==> src/design/countdown_timer_bank_macros.svh <==
// Assertion macros for the countdown timer bank.
// No dependencies; included by the top level.
`ifndef COUNTDOWN_TIMER_BANK_MACROS_SVH
`define COUNTDOWN_TIMER_BANK_MACROS_SVH
`ifndef NO_ASSERTIONS
`define CTB_ASSERT_IMP(lbl, a, c) \
  lbl: assert property (@(posedge clk_i) disable iff (!rst_ni) (a) |-> (c)) \
    else $error("countdown_timer_bank: check failed");
`define CTB_ASSERT_NXT(lbl, a, c) \
  lbl: assert property (@(posedge clk_i) disable iff (!rst_ni) (a) |=> (c)) \
    else $error("countdown_timer_bank: check failed");
`else
`define CTB_ASSERT_IMP(lbl, a, c)
`define CTB_ASSERT_NXT(lbl, a, c)
`endif
`endif

==> src/design/ctb_pkg.sv <==
// Shared types, codes and constants of the countdown timer bank.
// No dependencies.
package ctb_pkg;

  localparam int unsigned SLOTS_DEF = 16;
  localparam int unsigned MAX_ROWS  = 16;

  localparam logic [2:0] CMD_TICK    = 3'd0;
  localparam logic [2:0] CMD_ADD     = 3'd1;
  localparam logic [2:0] CMD_CANCEL  = 3'd2;
  localparam logic [2:0] CMD_DISMISS = 3'd3;
  localparam logic [2:0] CMD_LIST    = 3'd4;

  localparam logic [1:0] ST_OK      = 2'd0;
  localparam logic [1:0] ST_INVALID = 2'd1;
  localparam logic [1:0] ST_BUSY    = 2'd2;

  localparam logic [3:0] REG_GRACE = 4'd0;
  localparam logic [3:0] REG_RING  = 4'd1;

  localparam logic [19:0] MAX_SECONDS = 20'd604800;
  localparam logic [9:0]  MS_PER_S    = 10'd1000;
  // ahead times at or above this saturate the seconds field
  localparam logic [47:0] SAT_MS      = 48'd604801000;
  // ceil(2^40 / 1000), exact quotient for dividends below 2^30
  localparam logic [30:0] RECIP_1000  = 31'd1099511628;

  localparam int unsigned IN_W  = 104;
  localparam int unsigned OUT_W = 136;

  typedef struct packed {
    logic [31:0] id;
    logic        ring;
    logic [19:0] secs;
    logic [47:0] due;
  } entry_t;

  function automatic logic [OUT_W-1:0] pack_row(
    logic [1:0] status, logic [31:0] aid, logic [4:0] stopped, logic valid,
    logic [31:0] eid, logic ering, logic [19:0] esec, logic [31:0] missed,
    logic [4:0] rcnt);
    pack_row = {6'd0, rcnt, missed, esec, ering, eid, valid, stopped, aid, status};
  endfunction

endpackage

==> src/design/ctb_mem.sv <==
// Entry store: one write port, one registered read port.
// Depends on ctb_pkg.
module ctb_mem #(
  parameter int unsigned SLOTS = ctb_pkg::SLOTS_DEF,
  parameter int unsigned IW    = 4
) (
  input  logic            clk_i,
  input  logic            we_i,
  input  logic [IW-1:0]   waddr_i,
  input  ctb_pkg::entry_t wdata_i,
  input  logic            re_i,
  input  logic [IW-1:0]   raddr_i,
  output ctb_pkg::entry_t rdata_o
);
  ctb_pkg::entry_t mem [SLOTS];
  ctb_pkg::entry_t rdata_q;

  always_ff @(posedge clk_i) begin
    if (we_i) begin
      mem[waddr_i] <= wdata_i;
    end
    if (re_i) begin
      rdata_q <= mem[raddr_i];
    end
  end

  assign rdata_o = rdata_q;
endmodule

==> src/design/ctb_sec_div.sv <==
// Whole seconds from a millisecond span below 2^30, by reciprocal multiply.
// Depends on ctb_pkg.
module ctb_sec_div (
  input  logic        clk_i,
  input  logic        en_i,
  input  logic [29:0] ms_i,
  output logic [19:0] secs_o
);
  logic [60:0] prod_q;

  always_ff @(posedge clk_i) begin
    if (en_i) begin
      prod_q <= 61'(ms_i) * 61'(ctb_pkg::RECIP_1000);
    end
  end

  assign secs_o = prod_q[59:40];
endmodule

==> src/design/countdown_timer_bank.sv <==
// Countdown timer bank: ordered timers kept in a single entry memory.
// Depends on ctb_pkg, ctb_mem, ctb_sec_div and countdown_timer_bank_macros.svh.
//
// Input items arrive on s_axis (tuser = command, tdata = now_ms, duration_s,
// timer_id). Results leave on m_axis, one or more per item, tlast on the
// final one. Registers are written on the cfg channel, always ready.
// One item is in work at a time; s_axis_tready_o is high only when idle.
// Work from accept to result loaded, by command:
//   add: one write, then the result. invalid add, busy add, unknown command: result only.
//   tick, dismiss: one pass over the entries (walk, read, evaluate,
//   reciprocal multiply, write back per entry through the memory port).
//   cancel: two passes, a tick and then the search.  list: one tick pass, then
//   one row per entry (a single row on an empty bank).
// A result register parts the sides: a new item is taken while a result
// waits, and the walk halts only when a further result must be loaded.
// Reset empties the bank, sets the next id to 1, clears the missed count
// and loads 60 s into both registers; the memory itself is not cleared.
`include "countdown_timer_bank_macros.svh"
module countdown_timer_bank #(
  parameter int unsigned SLOTS = ctb_pkg::SLOTS_DEF
) (
  input  logic                      clk_i,
  input  logic                      rst_ni,
  input  logic                      s_axis_tvalid_i,
  output logic                      s_axis_tready_o,
  // now_ms[47:0], duration_s[67:48], timer_id[99:68], zero pad
  input  logic [ctb_pkg::IN_W-1:0]  s_axis_tdata_i,
  // cmd[2:0]
  input  logic [2:0]                s_axis_tuser_i,
  output logic                      m_axis_tvalid_o,
  input  logic                      m_axis_tready_i,
  // status[1:0], assigned_id[33:2], stopped_count[38:34], entry_valid[39],
  // entry_id[71:40], entry_ringing[72], entry_seconds_remaining[92:73],
  // missed_count[124:93], ringing_count[129:125], zero pad
  output logic [ctb_pkg::OUT_W-1:0] m_axis_tdata_o,
  output logic                      m_axis_tlast_o,
  input  logic                      cfg_valid_i,
  output logic                      cfg_ready_o,
  input  logic [3:0]                cfg_index_i,
  input  logic [11:0]               cfg_data_i
);
  localparam int unsigned IW = (SLOTS > 1) ? $clog2(SLOTS) : 1;
  localparam int unsigned CW = $clog2(SLOTS + 1);

  localparam logic [3:0] S_IDLE = 4'd0;
  localparam logic [3:0] S_ADD  = 4'd1;
  localparam logic [3:0] S_WALK = 4'd2;
  localparam logic [3:0] S_RD   = 4'd3;
  localparam logic [3:0] S_EV   = 4'd4;
  localparam logic [3:0] S_MUL  = 4'd5;
  localparam logic [3:0] S_WR   = 4'd6;
  localparam logic [3:0] S_LST  = 4'd7;
  localparam logic [3:0] S_LRD  = 4'd8;
  localparam logic [3:0] S_LOUT = 4'd9;
  localparam logic [3:0] S_EMIT = 4'd10;

  localparam logic [1:0] WK_TICK = 2'd0;
  localparam logic [1:0] WK_CAN  = 2'd1;
  localparam logic [1:0] WK_DIS  = 2'd2;

  logic [3:0]    state_q;
  logic [1:0]    mode_q;
  logic [2:0]    cmd_q;
  logic [47:0]   now_q;
  logic [31:0]   tid_q;
  logic [19:0]   dur_q;
  logic [29:0]   dur_ms_q;
  logic [CW-1:0] active_q, r_q, w_q, acc_q, ring_q, stopped_q;
  logic [4:0]    rows_q;
  logic [31:0]   next_id_q, missed_q, aid_q;
  logic [21:0]   grace_ms_q, ring_ms_q;
  logic [1:0]    stat_q;
  logic          found_q, keep_q, div_q;
  logic [29:0]   diff_q;
  ctb_pkg::entry_t ent_q;

  logic            out_valid_q, out_last_q;
  logic [ctb_pkg::OUT_W-1:0] out_data_q;
  logic            out_free;

  logic            mem_we, mem_re;
  logic [IW-1:0]   mem_waddr, mem_raddr;
  ctb_pkg::entry_t mem_wdata, rd;
  logic [19:0]     div_secs;

  logic            ge;
  logic [47:0]     late, ahead;
  logic [48:0]     ring_sum, add_sum;
  logic [47:0]     ring_due, add_due;
  logic            lst_last;

  assign s_axis_tready_o = (state_q == S_IDLE);
  assign cfg_ready_o     = 1'b1;
  assign out_free        = !out_valid_q || m_axis_tready_i;
  assign m_axis_tvalid_o = out_valid_q;
  assign m_axis_tdata_o  = out_data_q;
  assign m_axis_tlast_o  = out_last_q;

  assign ge       = now_q >= rd.due;
  assign late     = now_q - rd.due;
  assign ahead    = rd.due - now_q;
  assign ring_sum = {1'b0, now_q} + 49'(ring_ms_q);
  assign ring_due = ring_sum[48] ? '1 : ring_sum[47:0];
  assign add_sum  = {1'b0, now_q} + 49'(dur_ms_q);
  assign add_due  = add_sum[48] ? '1 : add_sum[47:0];
  assign lst_last = (r_q + CW'(1) == active_q) || (rows_q == 5'(ctb_pkg::MAX_ROWS - 1));

  always_comb begin
    mem_we    = 1'b0;
    mem_waddr = w_q[IW-1:0];
    mem_wdata = ent_q;
    if (div_q) begin
      mem_wdata.secs = div_secs;
    end
    if (state_q == S_ADD) begin
      mem_we         = 1'b1;
      mem_waddr      = active_q[IW-1:0];
      mem_wdata.id   = next_id_q;
      mem_wdata.ring = 1'b0;
      mem_wdata.secs = dur_q;
      mem_wdata.due  = add_due;
    end else if (state_q == S_WR) begin
      mem_we = keep_q;
    end
  end

  assign mem_re    = (state_q == S_RD) || (state_q == S_LRD);
  assign mem_raddr = r_q[IW-1:0];

  ctb_mem #(.SLOTS(SLOTS), .IW(IW)) u_mem (
    .clk_i   (clk_i),
    .we_i    (mem_we),
    .waddr_i (mem_waddr),
    .wdata_i (mem_wdata),
    .re_i    (mem_re),
    .raddr_i (mem_raddr),
    .rdata_o (rd)
  );

  ctb_sec_div u_div (
    .clk_i  (clk_i),
    .en_i   (state_q == S_MUL),
    .ms_i   (diff_q),
    .secs_o (div_secs)
  );

  always_ff @(posedge clk_i or negedge rst_ni) begin
    if (!rst_ni) begin
      state_q     <= S_IDLE;
      active_q    <= '0;
      next_id_q   <= 32'd1;
      missed_q    <= '0;
      ring_q      <= '0;
      grace_ms_q  <= 22'd60000;
      ring_ms_q   <= 22'd60000;
      out_valid_q <= 1'b0;
    end else begin
      if (cfg_valid_i) begin
        if (cfg_index_i == ctb_pkg::REG_GRACE) begin
          grace_ms_q <= 22'(cfg_data_i) * 22'(ctb_pkg::MS_PER_S);
        end else if (cfg_index_i == ctb_pkg::REG_RING) begin
          ring_ms_q <= 22'(cfg_data_i) * 22'(ctb_pkg::MS_PER_S);
        end
      end
      if (out_valid_q && m_axis_tready_i) begin
        out_valid_q <= 1'b0;
      end
      unique case (state_q)
        S_IDLE: begin
          if (s_axis_tvalid_i) begin
            cmd_q     <= s_axis_tuser_i;
            now_q     <= s_axis_tdata_i[47:0];
            tid_q     <= s_axis_tdata_i[99:68];
            dur_q     <= s_axis_tdata_i[67:48];
            dur_ms_q  <= 30'(s_axis_tdata_i[67:48]) * 30'(ctb_pkg::MS_PER_S);
            aid_q     <= '0;
            stopped_q <= '0;
            stat_q    <= ctb_pkg::ST_OK;
            r_q       <= '0;
            w_q       <= '0;
            acc_q     <= '0;
            found_q   <= 1'b0;
            mode_q    <= WK_TICK;
            state_q   <= S_WALK;
            unique case (s_axis_tuser_i) inside
              ctb_pkg::CMD_TICK, ctb_pkg::CMD_LIST: begin
              end
              ctb_pkg::CMD_CANCEL: begin
                stat_q <= ctb_pkg::ST_INVALID;
              end
              ctb_pkg::CMD_DISMISS: begin
                mode_q <= WK_DIS;
              end
              ctb_pkg::CMD_ADD: begin
                if (s_axis_tdata_i[67:48] == 20'd0 ||
                    s_axis_tdata_i[67:48] > ctb_pkg::MAX_SECONDS) begin
                  stat_q  <= ctb_pkg::ST_INVALID;
                  state_q <= S_EMIT;
                end else if (active_q >= CW'(SLOTS)) begin
                  stat_q  <= ctb_pkg::ST_BUSY;
                  state_q <= S_EMIT;
                end else begin
                  state_q <= S_ADD;
                end
              end
              default: begin
                stat_q  <= ctb_pkg::ST_INVALID;
                state_q <= S_EMIT;
              end
            endcase
          end
        end
        S_ADD: begin
          aid_q     <= next_id_q;
          next_id_q <= next_id_q + 32'd1;
          active_q  <= active_q + CW'(1);
          state_q   <= S_EMIT;
        end
        S_WALK: begin
          if (r_q == active_q) begin
            active_q <= w_q;
            ring_q   <= acc_q;
            r_q      <= '0;
            w_q      <= '0;
            acc_q    <= '0;
            if (mode_q == WK_TICK && cmd_q == ctb_pkg::CMD_CANCEL) begin
              mode_q  <= WK_CAN;
              state_q <= S_WALK;
            end else if (mode_q == WK_TICK && cmd_q == ctb_pkg::CMD_LIST) begin
              rows_q  <= '0;
              state_q <= S_LST;
            end else begin
              state_q <= S_EMIT;
            end
          end else begin
            state_q <= S_RD;
          end
        end
        S_RD: begin
          state_q <= S_EV;
        end
        S_EV: begin
          ent_q   <= rd;
          keep_q  <= 1'b1;
          div_q   <= 1'b0;
          diff_q  <= ahead[29:0];
          state_q <= S_MUL;
          case (mode_q)
            WK_TICK: begin
              if (rd.ring) begin
                keep_q <= !ge;
              end else if (ge) begin
                if (late > 48'(grace_ms_q)) begin
                  keep_q   <= 1'b0;
                  missed_q <= missed_q + 32'd1;
                end else begin
                  ent_q.ring <= 1'b1;
                  ent_q.secs <= '0;
                  ent_q.due  <= ring_due;
                end
              end else if (ahead < ctb_pkg::SAT_MS) begin
                div_q <= 1'b1;
              end else begin
                ent_q.secs <= ctb_pkg::MAX_SECONDS;
              end
            end
            WK_CAN: begin
              if (!found_q && rd.id == tid_q) begin
                found_q <= 1'b1;
                if (!rd.ring) begin
                  keep_q <= 1'b0;
                  stat_q <= ctb_pkg::ST_OK;
                end
              end
            end
            default: begin
              if (rd.ring) begin
                keep_q    <= 1'b0;
                stopped_q <= stopped_q + CW'(1);
              end
            end
          endcase
        end
        S_MUL: begin
          state_q <= S_WR;
        end
        S_WR: begin
          if (keep_q) begin
            w_q <= w_q + CW'(1);
            if (ent_q.ring) begin
              acc_q <= acc_q + CW'(1);
            end
          end
          r_q     <= r_q + CW'(1);
          state_q <= S_WALK;
        end
        S_LST: begin
          state_q <= (active_q == '0) ? S_EMIT : S_LRD;
        end
        S_LRD: begin
          state_q <= S_LOUT;
        end
        S_LOUT: begin
          if (out_free) begin
            out_valid_q <= 1'b1;
            out_last_q  <= lst_last;
            out_data_q  <= ctb_pkg::pack_row(ctb_pkg::ST_OK, '0, '0, 1'b1, rd.id,
                             rd.ring, rd.ring ? 20'd0 : rd.secs, missed_q, 5'(ring_q));
            r_q     <= r_q + CW'(1);
            rows_q  <= rows_q + 5'd1;
            state_q <= lst_last ? S_IDLE : S_LRD;
          end
        end
        S_EMIT: begin
          if (out_free) begin
            out_valid_q <= 1'b1;
            out_last_q  <= 1'b1;
            out_data_q  <= ctb_pkg::pack_row(stat_q, aid_q, 5'(stopped_q), 1'b0, '0,
                             1'b0, '0, missed_q, 5'(ring_q));
            state_q     <= S_IDLE;
          end
        end
        default: begin
          state_q <= S_IDLE;
        end
      endcase
    end
  end

  `CTB_ASSERT_IMP(a_active_bound, 1'b1, active_q <= CW'(SLOTS))
  `CTB_ASSERT_IMP(a_ring_bound, state_q == S_IDLE, ring_q <= active_q)
  `CTB_ASSERT_IMP(a_compact_order, state_q == S_WR, w_q <= r_q)
  `CTB_ASSERT_NXT(a_accept_busy, s_axis_tvalid_i && s_axis_tready_o, state_q != S_IDLE)
endmodule

==> config.mk <==
export PLATFORM = sky130hd
export DESIGN_NAME = countdown_timer_bank
export DESIGN_NICKNAME = d
export VERILOG_FILES = /design/src/design/ctb_pkg.sv /design/src/design/ctb_mem.sv /design/src/design/ctb_sec_div.sv /design/src/design/countdown_timer_bank.sv
export VERILOG_INCLUDE_DIRS = /design/src /design/src/design
export SDC_FILE = /design/constraint.sdc
export NUM_CORES = 2
export LEC_CHECK = 0
export BUFFER_PORTS_ARGS = -buffer_cell sky130_fd_sc_hd__buf_2
export CAP_MARGIN = 30
export CORE_UTILIZATION = 34
export DETAILED_ROUTE_END_ITERATION = 7
export REMOVE_ABC_BUFFERS = 1
export SETUP_SLACK_MARGIN = 0.2
export SLEW_MARGIN = 30
export SYNTH_ARGS = -nofsm -noshare
export SYNTH_HDL_FRONTEND = slang
export SYNTH_HIERARCHICAL = 1
export SYNTH_SLANG_ARGS = --single-unit
export TNS_END_PERCENT = 20
==> constraint.sdc <==
create_clock -name clk_i -period 11.5 [get_ports clk_i]
set_input_delay 0.575 -clock clk_i [delete_from_list [all_inputs] [get_ports clk_i]]
set_output_delay 0.575 -clock clk_i [all_outputs]
set_load 0.05 [all_outputs]
=== After elaboration in Yosys (flattened, before gate mapping) ===
Memory sizes are Yosys's and may differ from the RTL's. A register that Yosys moved wholly into a read port is not among the register bits.
Cells that the tools add are included.

* $lt $le $gt $ge: 5
* Multiply operators: 3
* Mux-type cells: 84
* Eq/ne operators: 36
* Add/subtract/negate cells: 12
* Bitwise operators: 3
* Reductions and logical operators: 48

{| class="wikitable"
|+ Operators by type and width
! cell !! number
|-
| $mux 136 || 2
|-
| $pmux 136 s2 || 1
|-
| $mux 69 || 3
|-
| $mux 48 || 3
|-
| $mux 101 || 1
|-
| $sub 48x48->48 || 2
|-
| $mux 20 || 4
|-
| $mux 5 || 13
|-
| $add 32x1->32 const B || 2
|-
| $pmux 32 s2 || 1
|-
| $mul 30x29->58 const B || 1
|-
| $add 48x22->49 || 1
|-
| $add 48x30->49 || 1
|-
| $ge 48x48->1 || 1
|-
| $gt 48x22->1 || 1
|-
| $lt 48x30->1 const B || 1
|-
| $pmux 4 s11 || 1
|-
| $mux 4 || 10
|-
| $eq 32x32->1 || 1
|-
| $mux 32 || 1
|-
| $add 5x1->5 const B || 6
|-
| $pmux 5 s2 || 3
|-
| $pmux 5 s3 || 2
|-
| $reduce_and 5->1 || 6
|-
| other kinds (41) || 123
|}

* Register bits: 637
* RAM bits: 1616
* Memories: 1
* Input port bits: 128
* Output and inout port bits: 140

{| class="wikitable"
|+ Memory list
! memory !! depth !! width !! rd ports !! clocked after Yosys merged registers in !! write ports !! RTL line !! text
|-
| u_mem.mem || 16 || 101 || 1 || 1 || 1 || ctb_mem.sv:15 || <nowiki>ctb_pkg::entry_t mem [SLOTS];</nowiki>
|}

=== Longest topological paths before layout ===
* Word-level depth: 6
* Mapped depth: 25
* Gate-level depth less buffers: 23

=== By module ===
The synthesis kept the hierarchy.

{| class="wikitable"
|+ Modules (own cells, without submodules)
! module !! instances !! sequential area each (sq um) !! cells each !! area an instance (sq um)
|-
| ctb_mem || 1 || 51559.4 || 2585 || 63473.4
|-
| countdown_timer_bank || 1 || 16579.7 || 3566 || 37711.2
|-
| ctb_sec_div || 1 || 600.6 || 1479 || 14501.4
|}

=== Worst setup path before layout ===
No wires, ideal clock.

* Kind: register -> register
* Start point: reg state_q[0]
* End point: mem u_mem/mem[0][0] (netlist bit), enable pin
* Arrival time: 8.885 ns
* Cell stages (with the launch flop): 9
* Setup time: 0.684 ns
* Period minus slack after synthesis: 9.569 ns
* Path buffers: 3
* Setup slack: 1.931 ns
* Cells stage by stage: dfrtp_1 > clkbuf_1 > nor2b_1 > nand2_1 > clkbuf_1 > clkbuf_1 > o21ai_0 > or3b_1 > nor3_1

* Elaborated cells on any way between the ends: 7

{| class="wikitable"
|+ RTL lines
! what !! RTL line !! text
|-
| from (decl) || countdown_timer_bank.sv:61 || <nowiki>logic [3:0] state_q;</nowiki>
|-
| from (signal assigned) || countdown_timer_bank.sv:298 || <nowiki>state_q <= (active_q == '0) ? S_EMIT : S_LRD;</nowiki>
|-
| from (signal assigned) || countdown_timer_bank.sv:311 || <nowiki>state_q <= lst_last ? S_IDLE : S_LRD;</nowiki>
|-
| $eq 4x1->1 || countdown_timer_bank.sv:115 || <nowiki>if (state_q == S_ADD) begin</nowiki>
|-
| $mux 4 || countdown_timer_bank.sv:115 ||
|-
| via mem_waddr[2] || countdown_timer_bank.sv:82 || <nowiki>logic [IW-1:0] mem_waddr, mem_raddr;</nowiki>
|-
| to (decl) || ctb_mem.sv:15 ||
|}

The timed path passes the listed nets, and every way through them passes these cells.

=== Worst setup path after layout ===
* Start point: reg now_q[8]
* End point: reg ent_q[41] (netlist bit) (data pin)

* Longest elaborated chain between the ends: 6
* Elaborated cells on any way between the ends: 9

{| class="wikitable"
|+ Ends and longest elaborated chain
! what !! RTL line !! text
|-
| from (decl) || countdown_timer_bank.sv:64 || <nowiki>logic [47:0] now_q;</nowiki>
|-
| from (signal assigned) || countdown_timer_bank.sv:172 || <nowiki>now_q <= s_axis_tdata_i[47:0];</nowiki>
|-
| $sub 48x48->48 or $add 48x22->49 (tied branches) || countdown_timer_bank.sv:100, countdown_timer_bank.sv:102 ||
|-
| $gt 48x22->1 or $mux 48 (tied branches) || countdown_timer_bank.sv:253, countdown_timer_bank.sv:103 ||
|-
| $mux 69 || countdown_timer_bank.sv:253 || <nowiki>if (late > 48'(grace_ms_q)) begin</nowiki>
|-
| $mux 48 (*) || countdown_timer_bank.sv:252 || <nowiki>end else if (ge) begin</nowiki>
|-
| $mux 69 (*) || countdown_timer_bank.sv:250 || <nowiki>if (rd.ring) begin</nowiki>
|-
| $mux 69 (*) || countdown_timer_bank.sv:248 || <nowiki>case (mode_q)</nowiki>
|-
| to (signal assigned) || countdown_timer_bank.sv:243 || <nowiki>ent_q <= rd;</nowiki>
|-
| to (decl) || countdown_timer_bank.sv:75 || <nowiki>ctb_pkg::entry_t ent_q;</nowiki>
|}

Every way passes the cells marked *; elsewhere a longest branch is shown, timed or not.
A chain may end at the register's enable or synchronous reset.

==> impl_metrics.py <==
metrics = {
    "clock_network": {
        "cts-root-to-sink-buffers": 4,
        "clock_tree_from_tritoncts": "done",
        "cts.reportedPaths.clkPinSlew_ns": 0.06,
        "cts_made_buffers": 262,
        "clock_tree_root_driver_cell": "sky130_fd_sc_hd__clkbuf_16",
        "tritoncts_num_sinks": 2308,
        "cts_resized": 0,
        "ctsHtreeMaxLevel": 5,
        "clkLatencyLatePin_ns": 0.89,
    },
    "setup_path": {
        "required_ns": 12.05,
        "crit_path_max_fanout": 68,
        "cp_data_arrival_time_ns": 8.35,
        "cp_max_stage_cell": "sky130_fd_sc_hd__edfxtp_1",
        "worst_path_most_repeated_cell": "sky130_fd_sc_hd__nand4_1",
        "timing.critical_path.to_type": "flop",
        "path_cells": "inv_1 -> ha_1 -> nand4_1 -> nor2_1 -> o21ai_1 -> a21oi_1 -> nand2b_1 -> a21oi_1 -> xnor2_1 -> ha_1 -> nand4_1 -> nor4_1 -> a31oi_1 -> nor4_1 -> nand4_1 -> nor4b_1 -> nand4_1 -> nor4_4 -> buf_4 -> nand4b_4 -> buf_4 -> buf_4 -> nor2_1 -> a22oi_1",
        "cp-start-kind": "flop",
        "setup_crit_path_kind": "flop to flop",
        "worst_path_largest_cell_delay_ns": 0.57,
    },
    "global_route": {
        "first_global_vias": 69820,
        "antenna_found_initial": 53,
        "grt_max_degree": 141,
        "total_gr_overflow": 0,
        "grt_pass1_wl_um": 483700,
        "grt_util_all_layers_pct": 19.31,
    },
    "yosys": {
        "synth-main-ff-cell": "sky130_fd_sc_hd__edfxtp_1",
        "post_synth_num_cell_types": 102,
        "synth-warning-count": 6,
        "syn-mean-instance-area_um2": 15.16,
        "synth-async-reset-ratio_pct": 5.069,
        "yosysTopAreaCell": "sky130_fd_sc_hd__edfxtp_1",
        "ff_latch_count_synth": 2308,
        "synth_area_leaders": "sky130_fd_sc_hd__edfxtp_1 57%, sky130_fd_sc_hd__mux4_2 7.9%, sky130_fd_sc_hd__ha_1 7.2%",
        "synth_top_area_share_pct": 56.87,
        "sequential_area_share_after_synthesis_pct": 59.42,
        "count_of_flip_flops_with_a_built_in_enable_after_synthesis": 2191,
        "syn-instance-count": 7630,
        "summed_instance_area_of_the_synthesized_netlist_mm2": 0.1157,
    },
    "sta": {
        "finalClockSkew_ns": 0.06021,
        "timing_worst_slew_pin_value_ns": 1.044,
        "holdWs_ns": 0.07220,
        "tns_ns": 0,
        "layout_min_cycle_time_ns": 7.802,
        "min_period_over_period_pct": 67.84,
        "slew_viol_final": 0,
        "timing.slew.headroom_pct": 30.37,
        "worst_path_setup_slack_after_routing_ns": 3.698,
        "timing.fmax_mhz": 128.2,
        "hold_viol_final": 0,
        "grt_setup_unrepaired": "no",
        "setup_viol": 0,
    },
    "routing": {
        "drt-total-wl_um": 333500,
        "drt.antenna.violating_nets": 0,
        "first_iter_violations": 6119,
        "via_per_inst": 5.315,
        "drt_first_pass_iters": 6,
        "vias": 68080,
        "drt_drc_violations_left": 0,
        "wl_per_cell_um": 26.03,
    },
    "place": {
        "pre_cts_ws_ns": 3.800,
        "numPortBuffers": 256,
        "postPlaceCellArea_mm2": 0.1226,
        "routabilityCongestion": 0.9143,
        "detailed_place_hpwl_um": 221300,
    },
    "cells_and_area": {
        "multi_input_comb_area_mm2": 0.04302,
        "post_route_cells_drive_above_1_share_pct": 15.96,
        "final_core_utilization_pct": 39.05,
        "fillerInstances": 31260,
        "fin_area_mm2": 0.1318,
        "areaGrowthSynthToFinish_pct": 13.97,
        "layout_net_count": 9253,
        "register_area_mm2": 0.06874,
    },
    "floorplan": {
        "die_w_um": 585.3,
        "core-area_mm2": 0.3377,
        "chipHeight_um": 585.3,
        "top_level_ports": 268,
        "initial_core_util_pct": 34.26,
        "die_area_mm2": 0.3426,
        "cell_rows": 213,
    },
    "power": {
        "p_leak_nw": 49.12,
        "power.density_mw_per_mm2": 316.4,
        "power.ir.vdd_worst_mv": 0.7462,
    },
    "run": {
        "maxCapViolCount": 0,
    },
    "worst_hold_path": {
        "type_of_the_tightest_min_delay_check": "input port to flop",
    },
    "status": {
        "run_status": "complete, no violations",
    },
}
-- registers in the layout, indices dropped and copies added, names as in the netlist, 19 cells and up --
register	cells
u_div/prod_q	20
aid_q	32
dur_ms_q	25
u_mem/rdata_o	101
m_axis_tdata_o	130
next_id_q	32
dur_q	20
tid_q	32
missed_q	32
grace_ms_q	19
now_q	48
diff_q	30
u_mem/mem	1616
ent_q	101
ring_ms_q	19
-- report_power, final --
part	internal [W]	switching [W]	total [W]
Combinational	0.00803	0.0140	0.0221
Clock	0.00472	0.00343	0.00815
Sequential	0.0110	0.000558	0.0115
Total	0.0237	0.0180	0.0417
-- synthesized netlist by cell type (17+ instances only) --
cell type and instances:
sky130_fd_sc_hd__nor2b_1 30, sky130_fd_sc_hd__a21o_1 145, sky130_fd_sc_hd__nand2b_1 29, sky130_fd_sc_hd__a31oi_1 54, sky130_fd_sc_hd__xnor2_1 220, sky130_fd_sc_hd__and3_1 135, sky130_fd_sc_hd__a21oi_1 284, sky130_fd_sc_hd__inv_1 758
sky130_fd_sc_hd__nand3_1 110, sky130_fd_sc_hd__o21ai_0 165, sky130_fd_sc_hd__nor4_1 24, sky130_fd_sc_hd__buf_2 65, sky130_fd_sc_hd__nand2_1 397, sky130_fd_sc_hd__nor2_1 269, sky130_fd_sc_hd__nand4_1 69, sky130_fd_sc_hd__o21bai_1 42
sky130_fd_sc_hd__ha_1 663, sky130_fd_sc_hd__mux2_2 28, sky130_fd_sc_hd__mux4_2 404, sky130_fd_sc_hd__mux2i_1 33, sky130_fd_sc_hd__edfxtp_1 2191, sky130_fd_sc_hd__a22oi_1 224, sky130_fd_sc_hd__dfrtp_1 102, sky130_fd_sc_hd__buf_4 26
sky130_fd_sc_hd__and4_1 21, sky130_fd_sc_hd__or3_1 19, sky130_fd_sc_hd__xor2_1 90, sky130_fd_sc_hd__o21ai_1 23, sky130_fd_sc_hd__o211ai_1 17, sky130_fd_sc_hd__a211oi_1 31, sky130_fd_sc_hd__clkbuf_1 151, sky130_fd_sc_hd__and2_1 50
sky130_fd_sc_hd__o21a_1 33, sky130_fd_sc_hd__buf_6 30, sky130_fd_sc_hd__fa_1 387, sky130_fd_sc_hd__nor3_1 63
-- cells by family (layout without fill, tap and decap cells) --
family / count (synthesis) / in the layout / synth area share (%)
AO/OA/AOI/OAI: 1174 / 1174 / 6.733
XOR/XNOR: 311 / 311 / 2.361
adder cells (fa/ha/maj): 1050 / 1050 / 13.87
buffers and inverters: 1048 / 1691 / 3.750
flip-flops: 2308 / 2308 / 59.42
multiplexers: 465 / 465 / 8.423
other: 2 / 24 / 0.006492
AND/OR/NAND/NOR: 1272 / 1272 / 5.440
-- area by class of cell --
class                   count  share of cell area, %
flip-flops and latches   2308                  52.14
multi-input cells        4279                  32.63
clock buffers             316                  5.295
well taps                4515                  4.285
repair buffers            463                  2.441
inverters                 761                  2.166
clock inverters           151                  1.018
diodes                     17                0.03226
-- what timing repair did --
action,CTS,global route
endpoints found under the hold margin,107,0
hold buffers,78,0
buffers inserted,0,0
-- worst max-delay path: cells and delay by family, from the launching register on --
family / cells / cell delay [ns]
and+or+nand+nor: 12 / 3.51
buffers and inverters: 4 / 1.17
AOI/OAI and AO/OA: 5 / 1.06
adders and majority gates: 2 / 0.86
DFF: 1 / 0.57
xor gates and xnor gates: 1 / 0.18
-- cells in the final DEF (no fill, tap or decap), drive strengths merged, types with 19 or more instances in the layout --
master	count
nand3	111
dlygate4sd3	78
ha	663
a31oi	54
xor2	90
and2	50
mux2i	33
dfrtp	102
a22oi	224
nor3	67
and4	22
mux2	28
o21ai	189
fa	387
nand2	398
xnor2	221
clkbuf	316
and3	135
nor4	27
o21a	33
a21o	145
edfxtp	2191
a211oi	32
o21bai	42
clkinv	104
buf	385
nand4	70
a21oi	287
or3	19
nor2	269
inv	776
nor2b	30
nand2b	29
mux4	404
-- stage by stage --
step,cells,power [W]
2_1_floorplan,7348,0.02756
3_3_place_gp,12250,0.03337
3_5_place_dp,12250,0.03353
4_1_cts,12790,0.04192
5_1_grt,12800,0.04454
6_report,12810,0.04172
-- final timing paths --
| kind | start | to | slack (ns) | depth (start not counted) |
|---|---|---|---|---|
| min in group asynchronous | rst_ni | next_id_q[26] | 0.17 | 2 |
| worst min register to register | ring_q[1] | m_axis_tdata_o[126] | 0.46 | 0 |
| max in group asynchronous | rst_ni | grace_ms_q[8] | 10.17 | 3 |
| worst max register to register | now_q[8] | ent_q[41] | 3.70 | 24 |
| worst min-delay path | s_axis_tdata_i[12] | now_q[12] | 0.07 | 1 |
| worst max-delay path | now_q[8] | ent_q[41] | 3.70 | 24 |
-- layer usage --
metal	share of wire [%]	global-route usage (%)
met2	48	32.11
met3	6.1	2.687
met5	0.014	0
met4	3.3	5.961
met1	42	26.18
No activity file was read; power rests on OpenSTA's default activity.
